<file path="src/hdl/dgwe_pkg.sv">
package dgwe_pkg;
  localparam int NUM_VERTICES = 16;
  localparam int LIST_DEPTH = 256;
  localparam int VW = 4;
  localparam int NVX = (NUM_VERTICES < 16) ? NUM_VERTICES : 16;
  localparam int LAW = $clog2(LIST_DEPTH);
  localparam int LCW = $clog2(LIST_DEPTH + 1);

  localparam logic [2:0] FN_ADD_V = 3'd0;
  localparam logic [2:0] FN_ADD_E = 3'd1;
  localparam logic [2:0] FN_DEL_E = 3'd2;
  localparam logic [2:0] FN_BFS = 3'd3;
  localparam logic [2:0] FN_DFS = 3'd4;
  localparam logic [2:0] FN_CYC = 3'd5;
  localparam logic [2:0] FN_DAG = 3'd6;

  typedef enum logic [3:0] {
    S_IDLE, S_INIT, S_POP, S_RD, S_CHK, S_SCAN, S_WALKEND, S_DAGNEXT, S_ANSWER
  } state_t;

  typedef struct packed {
    logic load;
    logic init;
    logic pop;
    logic chk;
    logic scan_step;
    logic dag_next;
    logic emit_walk;
    logic emit_ans;
    logic upd_graph;
  } cmd_t;

  typedef struct packed {
    logic is_walk;
    logic is_cyc;
    logic is_dag;
    logic is_upd;
    logic src_ok;
    logic list_empty;
    logic was_visited;
    logic scan_done;
    logic scan_stop;
    logic hit_cycle;
    logic dag_more;
  } stat_t;
endpackage

</file>
<file path="src/hdl/dgwe_ram.sv">
module dgwe_ram #(
  parameter int WIDTH = 4,
  parameter int DEPTH = 256
) (
  input  logic                     clk,
  input  logic                     we,
  input  logic [$clog2(DEPTH)-1:0] waddr,
  input  logic [WIDTH-1:0]         wdata,
  input  logic [$clog2(DEPTH)-1:0] raddr,
  output logic [WIDTH-1:0]         rdata
);
  logic [WIDTH-1:0] mem [DEPTH];
  always_ff @(posedge clk) begin
    if (we) mem[waddr] <= wdata;
    rdata <= mem[raddr];
  end
endmodule

</file>
<file path="src/hdl/dgwe_ctrl.sv">
module dgwe_ctrl (
  input  logic           clk,
  input  logic           rst_n,
  input  logic           start,
  output logic           busy,
  input  dgwe_pkg::stat_t st,
  output dgwe_pkg::cmd_t  cmd
);
  import dgwe_pkg::*;
  state_t state_r, state_nxt;

  always_ff @(posedge clk) begin
    if (!rst_n) state_r <= S_IDLE;
    else state_r <= state_nxt;
  end

  always_comb begin
    state_nxt = state_r;
    unique case (state_r)
      S_IDLE: if (start) state_nxt = S_INIT;
      S_INIT: begin
        priority if (st.is_upd) state_nxt = S_IDLE;
        else if (st.is_dag) state_nxt = st.dag_more ? S_POP : S_ANSWER;
        else if (st.is_walk) state_nxt = st.src_ok ? S_POP : S_IDLE;
        else if (st.is_cyc) state_nxt = st.src_ok ? S_POP : S_ANSWER;
        else state_nxt = S_IDLE;
      end
      S_POP: begin
        priority if (st.list_empty)
          state_nxt = st.is_walk ? S_WALKEND : (st.is_dag ? S_DAGNEXT : S_ANSWER);
        else state_nxt = S_RD;
      end
      S_RD: state_nxt = S_CHK;
      S_CHK: state_nxt = st.was_visited ? S_POP : S_SCAN;
      S_SCAN: begin
        priority if (st.hit_cycle) state_nxt = S_ANSWER;
        else if (st.scan_stop) state_nxt = S_WALKEND;
        else if (st.scan_done) state_nxt = S_POP;
      end
      S_WALKEND: state_nxt = S_IDLE;
      S_DAGNEXT: state_nxt = st.dag_more ? S_POP : S_ANSWER;
      S_ANSWER: state_nxt = S_IDLE;
      default: state_nxt = S_IDLE;
    endcase
  end

  always_comb begin
    cmd = '0;
    busy = (state_r != S_IDLE);
    unique case (state_r)
      S_IDLE: cmd.load = start;
      S_INIT: begin
        cmd.upd_graph = st.is_upd;
        cmd.init = 1'b1;
      end
      S_POP: ;
      // The list pointer moves only once the read address has been held through S_POP and S_RD.
      S_RD: cmd.pop = 1'b1;
      S_CHK: cmd.chk = 1'b1;
      S_SCAN: cmd.scan_step = 1'b1;
      S_WALKEND: cmd.emit_walk = 1'b1;
      S_DAGNEXT: cmd.dag_next = 1'b1;
      S_ANSWER: cmd.emit_ans = 1'b1;
      default: ;
    endcase
  end
endmodule

</file>
<file path="src/hdl/dgwe_dp.sv">
module dgwe_dp (
  input  logic                    clk,
  input  logic                    rst_n,
  input  logic [2:0]              in_func,
  input  logic [dgwe_pkg::VW-1:0] in_vertex_a,
  input  logic [dgwe_pkg::VW-1:0] in_vertex_b,
  input  logic                    in_use_dest,
  input  dgwe_pkg::cmd_t           cmd,
  output dgwe_pkg::stat_t          st,
  output logic                    out_valid,
  output logic [dgwe_pkg::VW-1:0] out_visited_vertex,
  output logic                    out_answer,
  output logic                    out_last
);
  import dgwe_pkg::*;

  logic [15:0] adj_r [16];
  logic [15:0] present_r, visited_r;
  logic [2:0] func_r;
  logic [VW-1:0] a_r, b_r, src_r, u_r, w_r;
  logic use_r;
  logic [LCW-1:0] head_r, tail_r;
  logic pend_r;            // a walk beat is held to learn whether it is the last one
  logic [VW-1:0] pend_v_r;
  logic ov_r, oa_r, ol_r;
  logic [VW-1:0] ovv_r;
  logic dag_hit_r;
  logic [VW:0] dag_v_r;

  logic a_ok, b_ok, dfs;
  logic we;
  logic [LAW-1:0] waddr, raddr;
  logic [VW-1:0] wdata, rdata;
  logic push_ok;
  logic [VW:0] dag_find;
  logic dag_reseed;
  logic emit_mid;
  logic wbit;

  assign a_ok = ({1'b0, a_r} < (VW+1)'(NVX));
  assign b_ok = ({1'b0, b_r} < (VW+1)'(NVX));
  assign dfs = (func_r != FN_BFS);
  assign push_ok = (tail_r < LCW'(LIST_DEPTH));
  assign wbit = adj_r[u_r][w_r];

  dgwe_ram #(.WIDTH(VW), .DEPTH(LIST_DEPTH)) u_list (
    .clk(clk), .we(we), .waddr(waddr), .wdata(wdata), .raddr(raddr), .rdata(rdata)
  );

  always_comb begin
    dag_find = (VW+1)'(NVX);
    for (int i = NVX - 1; i >= 0; i--) begin
      if (present_r[i] && ((VW+1)'(i) >= dag_v_r)) dag_find = (VW+1)'(i);
    end
  end

  assign dag_reseed = cmd.dag_next && (dag_find != (VW+1)'(NVX));
  // A newly visited vertex during a walk releases the beat held for the previous one.
  assign emit_mid = cmd.chk && !visited_r[rdata] && st.is_walk && pend_r;

  always_comb begin
    we = 1'b0;
    waddr = tail_r[LAW-1:0];
    wdata = w_r;
    if (cmd.init || dag_reseed) begin
      we = 1'b1;
      waddr = '0;
      wdata = (func_r == FN_DAG) ? dag_find[VW-1:0] : a_r;
    end else if (cmd.scan_step && wbit && !visited_r[w_r] && push_ok) begin
      we = 1'b1;
    end
    raddr = dfs ? LAW'(tail_r - 1'b1) : head_r[LAW-1:0];
  end

  always_comb begin
    st.is_walk = (func_r == FN_BFS) || (func_r == FN_DFS);
    st.is_cyc = (func_r == FN_CYC);
    st.is_dag = (func_r == FN_DAG);
    st.is_upd = (func_r == FN_ADD_V) || (func_r == FN_ADD_E) || (func_r == FN_DEL_E);
    st.src_ok = a_ok;
    st.list_empty = (head_r == tail_r);
    st.was_visited = visited_r[rdata];
    st.scan_done = ({1'b0, w_r} == (VW+1)'(NVX - 1));
    st.scan_stop = st.is_walk && wbit && use_r && b_ok && (w_r == b_r);
    st.hit_cycle = !st.is_walk && wbit && adj_r[w_r][src_r];
    st.dag_more = (func_r == FN_DAG) && (dag_find != (VW+1)'(NVX));
  end

  always_ff @(posedge clk) begin
    if (!rst_n) begin
      for (int i = 0; i < 16; i++) adj_r[i] <= '0;
      present_r <= '0;
      visited_r <= '0;
      head_r <= '0;
      tail_r <= '0;
      func_r <= FN_ADD_V;
      pend_r <= 1'b0;
      ov_r <= 1'b0;
      dag_hit_r <= 1'b0;
      dag_v_r <= '0;
    end else begin
      ov_r <= emit_mid || (cmd.emit_walk && pend_r) || cmd.emit_ans;
      if (cmd.load) begin
        func_r <= in_func;
        a_r <= in_vertex_a;
        b_r <= in_vertex_b;
        use_r <= in_use_dest;
        dag_v_r <= '0;
        dag_hit_r <= 1'b0;
      end
      if (cmd.upd_graph && a_ok) begin
        if (func_r == FN_ADD_V) present_r[a_r] <= 1'b1;
        else if (b_ok) adj_r[a_r][b_r] <= (func_r == FN_ADD_E);
      end
      if (cmd.init || dag_reseed) begin
        visited_r <= '0;
        head_r <= '0;
        tail_r <= LCW'(1);
        src_r <= (func_r == FN_DAG) ? dag_find[VW-1:0] : a_r;
        dag_v_r <= dag_find + 1'b1;
        pend_r <= 1'b0;
      end
      if (cmd.pop) begin
        if (dfs) tail_r <= tail_r - 1'b1;
        else head_r <= head_r + 1'b1;
      end
      if (cmd.chk) begin
        u_r <= rdata;
        w_r <= '0;
        if (!visited_r[rdata]) begin
          visited_r[rdata] <= 1'b1;
          if (st.is_walk) begin
            if (pend_r) begin
              ovv_r <= pend_v_r; oa_r <= 1'b0; ol_r <= 1'b0;
            end
            pend_r <= 1'b1;
            pend_v_r <= rdata;
          end
        end
      end
      if (cmd.scan_step) begin
        if (wbit && !visited_r[w_r] && push_ok) tail_r <= tail_r + 1'b1;
        w_r <= w_r + 1'b1;
        if (st.hit_cycle) dag_hit_r <= 1'b1;
      end
      if (cmd.emit_walk && pend_r) begin
        ovv_r <= pend_v_r; oa_r <= 1'b0; ol_r <= 1'b1;
        pend_r <= 1'b0;
      end
      if (cmd.emit_ans) begin
        ovv_r <= '0; ol_r <= 1'b1;
        oa_r <= (func_r == FN_DAG) ? !dag_hit_r : dag_hit_r;
      end
    end
  end

  assign out_valid = ov_r;
  assign out_visited_vertex = ovv_r;
  assign out_answer = oa_r;
  assign out_last = ol_r;
endmodule

</file>
<file path="src/hdl/directed_graph_walk_engine.sv">
// An edit holds busy only in S_INIT; a walk passes S_POP, S_RD and S_CHK per pop,
// then scans the vertices in order as successors in S_SCAN for each newly visited vertex.
// The DAG test repeats that search from every present vertex until it finds a cycle.
// One command runs at a time; busy falls in the cycle that carries the last beat.
// Results are one-cycle strobed beats that the receiver cannot stall.
// Reset (synchronous, active low) clears the graph, the walk state and the FSM.
module directed_graph_walk_engine (
  input  logic                    clk,
  input  logic                    rst_n,
  input  logic                    start,
  output logic                    busy,
  input  logic [2:0]              in_func,
  input  logic [dgwe_pkg::VW-1:0] in_vertex_a,
  input  logic [dgwe_pkg::VW-1:0] in_vertex_b,
  input  logic                    in_use_dest,
  output logic                    out_valid,
  output logic [dgwe_pkg::VW-1:0] out_visited_vertex,
  output logic                    out_answer,
  output logic                    out_last
);
  import dgwe_pkg::*;
  cmd_t cmd;
  stat_t st;

  dgwe_ctrl u_ctrl (.clk(clk), .rst_n(rst_n), .start(start), .busy(busy), .st(st), .cmd(cmd));

  dgwe_dp u_dp (
    .clk(clk), .rst_n(rst_n), .in_func(in_func), .in_vertex_a(in_vertex_a),
    .in_vertex_b(in_vertex_b), .in_use_dest(in_use_dest), .cmd(cmd), .st(st),
    .out_valid(out_valid), .out_visited_vertex(out_visited_vertex),
    .out_answer(out_answer), .out_last(out_last)
  );
endmodule

</file>
<file path="config.mk">
export PLATFORM = sky130hd
export DESIGN_NAME = directed_graph_walk_engine
export DESIGN_NICKNAME = d
export VERILOG_FILES = /design/src/hdl/dgwe_pkg.sv /design/src/hdl/dgwe_ram.sv /design/src/hdl/dgwe_ctrl.sv /design/src/hdl/dgwe_dp.sv /design/src/hdl/directed_graph_walk_engine.sv
export SDC_FILE = /design/constraint.sdc
export NUM_CORES = 2
export LEC_CHECK = 0
export BUFFER_PORTS_ARGS = -buffer_cell sky130_fd_sc_hd__buf_2
export CAP_MARGIN = 20
export CORE_MARGIN = 2
export CORE_UTILIZATION = 65
export CTS_BUF_LIST = sky130_fd_sc_hd__clkbuf_4 sky130_fd_sc_hd__clkbuf_8 sky130_fd_sc_hd__clkbuf_16
export CTS_CLUSTER_DIAMETER = 60
export DETAILED_ROUTE_END_ITERATION = 8
export PLACE_DENSITY_LB_ADDON = 0.12
export SETUP_SLACK_MARGIN = 0.2
export SYNTH_ARGS = -nofsm -noshare
export SYNTH_HDL_FRONTEND = slang
export SYNTH_SLANG_ARGS = --single-unit
</file>
<file path="constraint.sdc">
create_clock -name clk -period 22.3 [get_ports clk]
set_input_delay 1.115 -clock clk [delete_from_list [all_inputs] [get_ports clk]]
set_output_delay 1.115 -clock clk [all_outputs]
set_load 0.02 [all_outputs]
</file>
==> results by group <==
Clock network
  – Buffer depth of the longest clock path: 3
  – Hold-fix buffers at CTS: 0
  – Clock Latency Late Sink: 0.76 ns
  – Post-cts resize count: 0
  – Cts bufs inserted: 142
  – H-tree levels: 4
  – Clock sinks: 1388
  – CTS root buf: clkbuf_16
  – CTS tree: built
  – Clock Pin Slew Worst Setup and Hold Paths: 0.06 ns
  – Post-CTS setup buffer count: 0

Global routing
  – First-pass GRT wire length: 254000 um
  – Congestion Overflow GR: 0
  – GRT Overall Usage: 34.4%
  – Largest net degree at the start of global routing: 197
  – Vias in the first global route: 41200
  – Initial antenna violation count: 3

Synth
  – Main area contributors after synthesis: edfxtp_1, nand2_1, nand3_1, mux4_2, nor2_1
  – Ys flop type: edfxtp_1
  – Synth Area in Adders: 0.120%
  – Synth cell types: 84
  – Syn Area/Cell: 11.9 um2
  – Ys Warns: 0
  – Mux cell area share after synthesis: 7.49%
  – Syn_nets: 5245
  – Yosys top cell area share: 63.1%
  – Post-Syn Area: 62400 um2
  – Sequential cell area fraction in the yosys report: 65.6%
  – Seq cells post-synth: 1388
  – Synth Area in Compound Gates: 7.49%
  – Async SR Flop Fraction: 0%
  – Largest family of logic cells by synthesized area: simple AND/OR/NAND/NOR gates
  – Xor-xnor portion of the synthesized cell area: 0.281%
  – Post-synth EDFFs: 1311
  – Mapped Cells: 5224
  – Top cell type by total area after synthesis: edfxtp_1
  – Synth Area in Simple Gates: 16.0%

Floorplan
  – I/O pin cnt: 23
  – Core ar.: 95000 um2
  – Initial Util: 65.7%
  – Rows: 113
  – Die area: 98500 um2
  – Die H: 314 um
  – Die Wd: 314 um

Pwr
  – Sw Ratio: 24.2%
  – Leak: 22.6 nW
  – Clock share of power: 41.3%
  – Internal power: 4.44 mW
  – Sw Pwr: 1.42 mW
  – Logic gate share of total power: 8.8%
  – Peak VDD IR: 0.0792 mV
  – Flop pwr share: 49.9%
  – Pwr Density: 86.1 nW/um2

Outcome
  – Outcome: finished with violations
  – Failing checks: DRC

Finish
  – Design area: 68000 um2
  – Fin nets: 5045
  – Area grow syn2layout: 9.00%
  – Most common cell after layout, fill and taps aside: edfxtp_1
  – Share of cells above drive strength 1: 9.91%
  – FILL cells: 6502
  – Most frequent cells in the layout: edfxtp_1, nand2_1, nor2_1, nand3_1, o21ai_0
  – Util after Layout: 71.6%

Timing
  – Period Utilization, post-route: 29.5%
  – Max-slew violations: 0
  – Setup-failing EPs final: 0
  – Max Clk Rate: 152 MHz
  – RSZ-0062 raised after global routing: no
  – Clk_skew: 0.0200 ns
  – Headroom to the max-slew limit: 17.0%
  – Worst-Margin Slew: 1.24 ns
  – Sum of negative setup slack: 0 ns
  – Fin crit period: 6.57 ns
  – Final Hold Viols: 0

Worst setup path
  – CP Max Fanout: 89
  – Critical path required time: 22.73 ns
  – Critical path capture point type: flop
  – WP data arrival: 7.00 ns
  – CP Class: flop to flop
  – Worst setup SP type: flop

Drt
  – DRT Pass-1 Iters: 9
  – Initial DRC Count: 7188
  – DRC Markers: 2
  – Mean routed wirelength per cell: 26.6 um
  – Final WL: 171000 um
  – Vias post-DR: 43700
  – Vias/cell: 6.82
  – Post-DRT Antenna Nets: 0

Run
  – MaxCap Viol Count: 0

Placed design
  – DP HPWL: 101000 um
  – Placed instance area: 63200 um2
  – Placer congestion estimate: 0.943
  – # port buffers: 22

Hold path
  – HP Class: flop to flop
cells in the mapped netlist, drive strengths merged, types with 6 or more instances:
| master | number |
|---|---|
| mux4 | 121 |
| a22oi | 45 |
| ha | 6 |
| edfxtp | 1311 |
| nor3 | 24 |
| clkbuf | 341 |
| o22ai | 7 |
| mux2 | 27 |
| nand3 | 545 |
| mux2i | 161 |
| a31oi | 132 |
| inv | 24 |
| and3 | 65 |
| a221oi | 10 |
| xnor2 | 15 |
| nand2b | 23 |
| a211oi | 38 |
| o31ai | 16 |
| nor4 | 10 |
| nand2 | 809 |
| a32oi | 30 |
| buf | 111 |
| a21oi | 78 |
| nor2 | 663 |
| nor3b | 8 |
| nand4 | 36 |
| and4b | 6 |
| o21ai | 294 |
| or3 | 9 |
| dfxtp | 77 |
| and2 | 10 |
| nor2b | 35 |
| a311oi | 23 |
| nand4b | 8 |
| a22o | 8 |
worst paths after layout:
kind / cells past startpoint / start / slack (ns) / endpoint
max: 16 / u_dp.dag_v_r[1]$_SDFFE_PN0P_ / 15.73 / u_dp.u_list.mem[100][3]$_DFFE_PP_
min: 2 / u_dp.dag_hit_r$_SDFF_PN0_ / 0.47 / u_dp.dag_hit_r$_SDFF_PN0_
max reg2reg: 16 / u_dp.dag_v_r[1]$_SDFFE_PN0P_ / 15.73 / u_dp.u_list.mem[100][3]$_DFFE_PP_
min reg2reg: 2 / u_dp.dag_hit_r$_SDFF_PN0_ / 0.47 / u_dp.dag_hit_r$_SDFF_PN0_
power groups by stage:
stage               clock network (mW)  registers, mW  logic (mW)
floorplan                            0           2.96       0.350
CTS                               2.42           2.92       0.504
detailed placement                   0           2.98       0.501
global route                      2.52           2.93       0.551
finish                            2.42           2.93       0.515
global placement                     0           2.98       0.495
cell type report:
| type | count | area, um2 | area share [%] |
|---|---|---|---|
| diodes | 3 | 7.51 | 0.0110 |
| clock buffers | 168 | 3820 | 5.62 |
| clock inverters | 89 | 902 | 1.33 |
| inverters | 24 | 90.1 | 0.132 |
| multi-input cells | 3360 | 19700 | 29.0 |
| flip-flops and latches | 1388 | 40900 | 60.2 |
| well taps | 1265 | 1580 | 2.33 |
| repair buffers | 108 | 947 | 1.39 |
critical path, cell delays in order (launching register included):
cell and delay [ns]:
dfxtp_1 0.55, inv_1 0.15, a21oi_1 0.20, o21ba_2 0.17, o211ai_1 0.08, a21oi_1 0.20
o211ai_1 0.14, a21oi_1 0.31, inv_1 0.09, ha_1 0.20, a31oi_1 0.22, o21a_1 0.75
nand2_1 0.22, o21ai_4 0.39, buf_4 0.70, buf_4 0.90, buf_4 0.81
kinds of logic after synthesis:
kind of cell	Yosys count
buf+inv	476
compound gates	745
simple gates	2280
fa+ha+maj	6
flops	1388
mux	309
xor+xnor	20
per-layer routing:
layer | global-route usage, % | part of all wire, % | wire (um)
met5 | 0 | 0.012 | 21
met4 | 16.9 | 5.3 | 9020
met3 | 6.17 | 11 | 18100
met2 | 54.4 | 47 | 80300
met1 | 46.8 | 37 | 63200
per-stage QoR:
step	hold slack [ns]	std cells	total power [mW]	worst slack, ns
2_1_floorplan	0.424	5224	3.31	7.83
3_3_place_gp	0.452	6136	3.47	16.01
3_5_place_dp	0.462	6140	3.48	15.93
4_1_cts	0.474	6397	5.85	15.87
5_1_grt	0.493	6402	6.00	15.32
6_report	0.471	6405	5.86	15.73
state kept, by name, summed over array words and instances, names as in the netlist, 5 cells and up, named ones only:
| signal | flops |
|---|---|
| u_dp.adj_r | 256 |
| u_dp.dag_v_r | 5 |
| u_dp.head_r | 9 |
| u_dp.present_r | 16 |
| u_dp.tail_r | 9 |
| u_dp.u_list.mem | 1024 |
| u_dp.visited_r | 16 |
Power figures use the tool's default switching activity.
